### src/rtl/assert_macros.svh
// assertion macros shared by the rtl files that check their own logic
// no dependencies; define SYNTH to compile the checks away
`ifndef ASSERT_MACROS_SVH
`define ASSERT_MACROS_SVH

`ifndef SYNTH

// property must hold at every rising edge outside reset
`define ASSERT_CLK(label, clk, rst_n, prop) \
    label: assert property (@(posedge clk) disable iff (!rst_n) prop) \
        else $error("assertion failed");

// expression must never be true outside reset
`define ASSERT_NEVER(label, clk, rst_n, expr) \
    `ASSERT_CLK(label, clk, rst_n, !(expr))

`else

`define ASSERT_CLK(label, clk, rst_n, prop)
`define ASSERT_NEVER(label, clk, rst_n, expr)

`endif

`endif

### src/rtl/oale_pkg.sv
`timescale 1ns / 1ps
// types, codes and defaults for the ordered array list engine
// no dependencies; used by controller, datapath and top level

package oale_pkg;

    // default list capacity
    localparam int unsigned LIST_DEPTH_DEF = 256;

    // operation codes carried on s_tuser
    typedef enum logic [2:0] {
        MODE_INSERT = 3'd0,
        MODE_DELETE = 3'd1,
        MODE_WRITE  = 3'd2,
        MODE_SEARCH = 3'd3,
        MODE_READ   = 3'd4
    } mode_t;

    // result status carried on m_tuser
    typedef enum logic [1:0] {
        STAT_OK        = 2'd0,
        STAT_BAD_POS   = 2'd1,
        STAT_FULL      = 2'd2,
        STAT_NOT_FOUND = 2'd3
    } status_t;

    // controller states
    typedef enum logic [3:0] {
        ST_IDLE,
        ST_DECODE,
        ST_INS_WALK,
        ST_INS_PUT,
        ST_DEL_WALK,
        ST_SRCH,
        ST_RD_WAIT,
        ST_RESULT
    } ctrl_state_t;

    // controller to datapath commands
    typedef struct packed {
        logic    load;       // take the input beat
        logic    step;       // read one entry at or next to the walk pointer, move it on
        logic    wr_shift;   // write the pending read data back one place over
        logic    wr_put;     // write the operand value at the position
        logic    inc_cnt;
        logic    dec_cnt;
        logic    cap_rd;     // keep read data as the result value
        logic    cap_idx;    // keep pending address as the found index
        logic    res_load;   // load the output register
        status_t res_status;
    } cmd_t;

    // datapath to controller status
    typedef struct packed {
        logic [2:0] mode;
        logic       pos_gt_cnt;
        logic       pos_ge_cnt;
        logic       full;
        logic       walk_more;
        logic       pend_valid;
        logic       match;
        logic       out_free;
    } sts_t;

endpackage

### src/rtl/oale_ctrl.sv
`timescale 1ns / 1ps
// controller: sequences one operation at a time over the datapath
// depends on oale_pkg

module oale_ctrl (
    input  logic           aclk,
    input  logic           aresetn,
    input  logic           s_tvalid,
    output logic           s_tready,
    input  oale_pkg::sts_t sts,
    output oale_pkg::cmd_t cmd
);

    oale_pkg::ctrl_state_t state_reg, state_next;
    oale_pkg::status_t     status_reg, status_next;

    // state and status registers
    always_ff @(posedge aclk) begin
        if (!aresetn) begin
            state_reg  <= oale_pkg::ST_IDLE;
            status_reg <= oale_pkg::STAT_OK;
        end else begin
            state_reg  <= state_next;
            status_reg <= status_next;
        end
    end

    // next state and commands
    always_comb begin
        state_next     = state_reg;
        status_next    = status_reg;
        cmd            = '0;
        cmd.res_status = status_reg;
        s_tready       = 1'b0;
        unique case (state_reg)
            oale_pkg::ST_IDLE: begin
                s_tready = 1'b1;
                if (s_tvalid) begin
                    cmd.load   = 1'b1;
                    state_next = oale_pkg::ST_DECODE;
                end
            end
            oale_pkg::ST_DECODE: begin
                status_next = oale_pkg::STAT_OK;
                state_next  = oale_pkg::ST_RESULT;
                unique case (sts.mode)
                    oale_pkg::MODE_INSERT: begin
                        if (sts.pos_gt_cnt) begin
                            status_next = oale_pkg::STAT_BAD_POS;
                        end else if (sts.full) begin
                            status_next = oale_pkg::STAT_FULL;
                        end else begin
                            state_next = oale_pkg::ST_INS_WALK;
                        end
                    end
                    oale_pkg::MODE_DELETE: begin
                        if (sts.pos_ge_cnt) begin
                            status_next = oale_pkg::STAT_BAD_POS;
                        end else begin
                            state_next = oale_pkg::ST_DEL_WALK;
                        end
                    end
                    oale_pkg::MODE_WRITE: begin
                        if (sts.pos_ge_cnt) begin
                            status_next = oale_pkg::STAT_BAD_POS;
                        end else begin
                            cmd.wr_put = 1'b1;
                        end
                    end
                    oale_pkg::MODE_SEARCH: begin
                        state_next = oale_pkg::ST_SRCH;
                    end
                    oale_pkg::MODE_READ: begin
                        if (sts.pos_ge_cnt) begin
                            status_next = oale_pkg::STAT_BAD_POS;
                        end else begin
                            cmd.step   = 1'b1;
                            state_next = oale_pkg::ST_RD_WAIT;
                        end
                    end
                    default: begin
                        state_next = oale_pkg::ST_RESULT;
                    end
                endcase
            end
            // move entries up one place, top first
            oale_pkg::ST_INS_WALK: begin
                cmd.wr_shift = sts.pend_valid;
                if (sts.walk_more) begin
                    cmd.step = 1'b1;
                end else begin
                    state_next = oale_pkg::ST_INS_PUT;
                end
            end
            oale_pkg::ST_INS_PUT: begin
                cmd.wr_put  = 1'b1;
                cmd.inc_cnt = 1'b1;
                state_next  = oale_pkg::ST_RESULT;
            end
            // move entries down one place, bottom first
            oale_pkg::ST_DEL_WALK: begin
                cmd.wr_shift = sts.pend_valid;
                if (sts.walk_more) begin
                    cmd.step = 1'b1;
                end else begin
                    cmd.dec_cnt = 1'b1;
                    state_next  = oale_pkg::ST_RESULT;
                end
            end
            // compare one entry per cycle, first hit wins
            oale_pkg::ST_SRCH: begin
                priority if (sts.pend_valid && sts.match) begin
                    cmd.cap_idx = 1'b1;
                    status_next = oale_pkg::STAT_OK;
                    state_next  = oale_pkg::ST_RESULT;
                end else if (sts.walk_more) begin
                    cmd.step = 1'b1;
                end else if (!sts.pend_valid) begin
                    status_next = oale_pkg::STAT_NOT_FOUND;
                    state_next  = oale_pkg::ST_RESULT;
                end else begin
                    state_next = oale_pkg::ST_SRCH;
                end
            end
            oale_pkg::ST_RD_WAIT: begin
                cmd.cap_rd = 1'b1;
                state_next = oale_pkg::ST_RESULT;
            end
            // hand the result to the output register once it is free
            oale_pkg::ST_RESULT: begin
                if (sts.out_free) begin
                    cmd.res_load = 1'b1;
                    state_next   = oale_pkg::ST_IDLE;
                end
            end
            default: begin
                state_next = oale_pkg::ST_IDLE;
            end
        endcase
    end

endmodule

### config.mk
export PLATFORM = sky130hd
export DESIGN_NAME = oale_ctrl
export DESIGN_NICKNAME = d
export VERILOG_FILES = /design/src/rtl/assert_macros.svh /design/src/rtl/oale_pkg.sv /design/src/rtl/oale_ctrl.sv
export SDC_FILE = /design/constraint.sdc
export NUM_CORES = 1
export LEC_CHECK = 0
export BUFFER_PORTS_ARGS = -buffer_cell sky130_fd_sc_hd__buf_2
export CAP_MARGIN = 10
export CORE_MARGIN = 2
export CORE_UTILIZATION = 39
export CTS_CLUSTER_DIAMETER = 150
export CTS_CLUSTER_SIZE = 28
export DETAILED_ROUTE_END_ITERATION = 6
export HOLD_SLACK_MARGIN = 0.05
export PLACE_DENSITY = 0.84
export SKIP_LAST_GASP = 1
export SLEW_MARGIN = 25
export SYNTH_ARGS = -nofsm -noshare
export SYNTH_HDL_FRONTEND = slang
export SYNTH_SLANG_ARGS = --single-unit
### constraint.sdc
create_clock -name aclk -period 1.5 [get_ports aclk]
set_input_delay 0.3 -clock aclk [delete_from_list [all_inputs] [get_ports aclk]]
set_output_delay 0.3 -clock aclk [all_outputs]
set_load 0.02 [all_outputs]
==> impl_metrics.env <==
export IMPL_status="finished with violations"
export IMPL_violations="negative setup slack"
export IMPL_yosys_area_top_type_share=0.1951
export IMPL_critPathMaxStageDelay_ns=0.38
export IMPL_dpl_hpwl_mm=1.205
export IMPL_crit_fanout=6
export IMPL_p_seq_frac=0.185
export IMPL_grt_antenna_before_repair=0
export IMPL_die_h_um=40.27
export IMPL_fin_area_um2=949.7
export IMPL_placement_rows=13
export IMPL_clock_skew_ns=0.01016
export IMPL_p_sw_frac=0.4333
export IMPL_grt_overflow_total=0
export IMPL_drt_total_wl_mm=1.932
export IMPL_pin_count=25
export IMPL_ir_drop_mv=0.9684
export IMPL_cts_root_buf="clkbuf_4"
export IMPL_synth_nets=84
export IMPL_largest_reg_flops=3
export IMPL_stdcell_count=132
export IMPL_multiInputGateArea_um2=444.2
export IMPL_synth_seq_area_share=0.1951
export IMPL_grtUsageTotal=0.2103
export IMPL_netlist_area_um2=513.0
export IMPL_async_flop_share=0
export IMPL_synthToLayoutAreaGrowth_pct=85.12
export IMPL_dp_cells=119
export IMPL_placed_area_um2=735.7
export IMPL_ys_flop_type="dfxtp_1"
export IMPL_clock_sinks=5
export IMPL_ys_top_cells_by_area="dfxtp_1 (20%), a31oi_1 (4.9%), inv_1 (4.4%), nor2_1 (4.4%), a32o_1 (3.9%)"
export IMPL_arrival_ns=1.30
export IMPL_power_frac_clock=0.093
export IMPL_crit_required_ns=1.20
export IMPL_layout_drive_gt1_share=0.5470
export IMPL_setup_viol=4
export IMPL_ant_nets=0
export IMPL_dieArea_mm2=0.001621
export IMPL_cts_tree="yes"
export IMPL_routed_via_density=5.788
export IMPL_place_congestion=0.8847
export IMPL_drc=0
export IMPL_cpLargestDelayFamily="simple AND/OR/NAND/NOR gates"
export IMPL_die_w_um=40.27
export IMPL_numCtsBuffers=3
export IMPL_route_vias_total=764
export IMPL_maxCapViolations=0
export IMPL_rsz0062_at_grt="true"
export IMPL_period_share=1.067
export IMPL_seq_area_um2=111.4
export IMPL_synth_edff_count=0
export IMPL_port_buffers=24
export IMPL_drt_iter0_markers=15
export IMPL_combPwrFrac=0.722
export IMPL_drt_pass1_iterations=4
export IMPL_max_slew_margin_rel=0.7524
export IMPL_synth_distinct_cells=34
export IMPL_leakage_nw=0.4508
export IMPL_htree_levels=1
export IMPL_grt_pass1_vias=578
export IMPL_setup_tns_ns=-0.2911
export IMPL_grt_max_degree=13
export IMPL_worst_pin_slew_ns=0.3667
export IMPL_initial_utilization=0.4043
export IMPL_nNetsFinal=131
export IMPL_p_int_mw=0.9488
export IMPL_p_sw_mw=0.7255
export IMPL_syn_inst=71
export IMPL_yosys_area_top_type="dfxtp_1"
export IMPL_ys_seq_elements=5
export IMPL_drv_slew=0
export IMPL_min_path_type="in -> reg"
export IMPL_wire_per_inst_um=14.64
export IMPL_crit_chain="nor4bb_2 -> a41oi_2 -> nand2_1 -> buf_6"
export IMPL_syn_avg_cell_area_um2=7.225
export IMPL_fin_crit_ns=1.600
export IMPL_path_buf_inv=1
export IMPL_hold_viol_final=0
export IMPL_core_area_mm2=0.001269
export IMPL_power_density_mw_per_mm2=1763
export IMPL_criticalPathCategory="reg -> out"
export IMPL_grt_pass1_wl_mm=2.311
export IMPL_cp_slowest_cell="dfxtp_4"
export IMPL_synth_top_cells_by_count="inv_1 (6), nor2_1 (6), dfxtp_1 (5), nand2_1 (5)"
export IMPL_antennaDiodeCount=0
export IMPL_reg2reg_slack_ns=0.09
export IMPL_end_kind="primary output"
export IMPL_clockBufferDepth=2
export IMPL_yosys_warnings=0
export IMPL_clock_latency_ns=0.24
export IMPL_fill_cells=85
export IMPL_max_freq_ghz=0.6249
export IMPL_finalWorstSetupSlack_ns=-0.1003
export IMPL_post_place_ws_ns=-0.2081
export IMPL_start_kind="flop"
export IMPL_clk_pin_slew_ns=0.05
## layout make-up
type / instances / share of cell area
clock buffers: 4 / 0.02767
inverters: 6 / 0.02372
multi-input cells: 56 / 0.4677
flip-flops and latches: 5 / 0.1173
well taps: 15 / 0.01976
repair buffers: 46 / 0.3439
## path summary, 6_finish.rpt
kind                                    start             to  depth (start not counted)
worst max-delay path             state_reg[0]         cmd[9]                          4
worst min-delay path                  aresetn  status_reg[1]                          3
worst max register to register   state_reg[2]  status_reg[1]                          6
worst min register to register  status_reg[0]  status_reg[0]                          2
## metal layers
layer,GRT usage,part of all wire,vias to the layer above
li1,-,-,365
met1,0.2450,0.40,361
met2,0.3911,0.53,34
met3,0.05556,0.055,4
met4,0.02500,0.011,0
met5,0,0,-
## kinds of logic (layout without fill, tap and decap cells)
group	Yosys count	in the layout	synth area share
xor gates and xnor gates	1	1	0.01708
AOI/OAI and AO/OA	21	21	0.3000
muxes	1	1	0.01951
and+or+nand+nor	33	33	0.3756
buffers and inverters	10	56	0.09267
DFF	5	5	0.1951
## power groups by stage
stage          sequential (mW)  clock, mW  combinational, mW
5_1_grt                  0.313      0.174               1.30
3_3_place_gp             0.277          0              0.801
3_5_place_dp             0.275          0              0.825
6_report                 0.309      0.155               1.21
2_1_floorplan            0.244          0              0.511
4_1_cts                  0.289      0.160              0.856
## stage by stage
step / hold slack (ns) / power [mW] / util
3_3_place_gp: 0.4541 / 1.079 / 0.5799
3_5_place_dp: 0.4615 / 1.100 / 0.5799
4_1_cts: 0.3654 / 1.305 / 0.6223
2_1_floorplan: 0.4383 / 0.7552 / -
5_1_grt: 0.3990 / 1.784 / 0.7485
6_report: 0.3856 / 1.674 / 0.7485
## cells in the final DEF (no fill, tap or decap), types with 2 or more instances in the layout
master,n
dfxtp_1,2
inv_1,6
nand3_1,3
buf_6,7
a211oi_1,2
clkbuf_4,3
nand2_1,4
nand3b_1,2
nor3_4,3
nand2b_1,2
o21a_1,2
a31oi_1,4
and3_1,2
nor2_1,5
buf_4,21
dfxtp_4,3
buf_2,18
o21ai_0,3
a32o_1,2
## timing repair
item,4_1_cts,5_1_grt
hold buffers,0,0
pin swaps,1,8
buffers inserted,1,9
resized for setup,10,24
endpoints found under the setup margin,11,7
## tightest hold or removal path, cell delays in order
cell     delay (ns)
buf_2          0.14
o21ai_0        0.08
a31oi_1        0.04
Note: power is estimated with default switching activity, not from simulation.
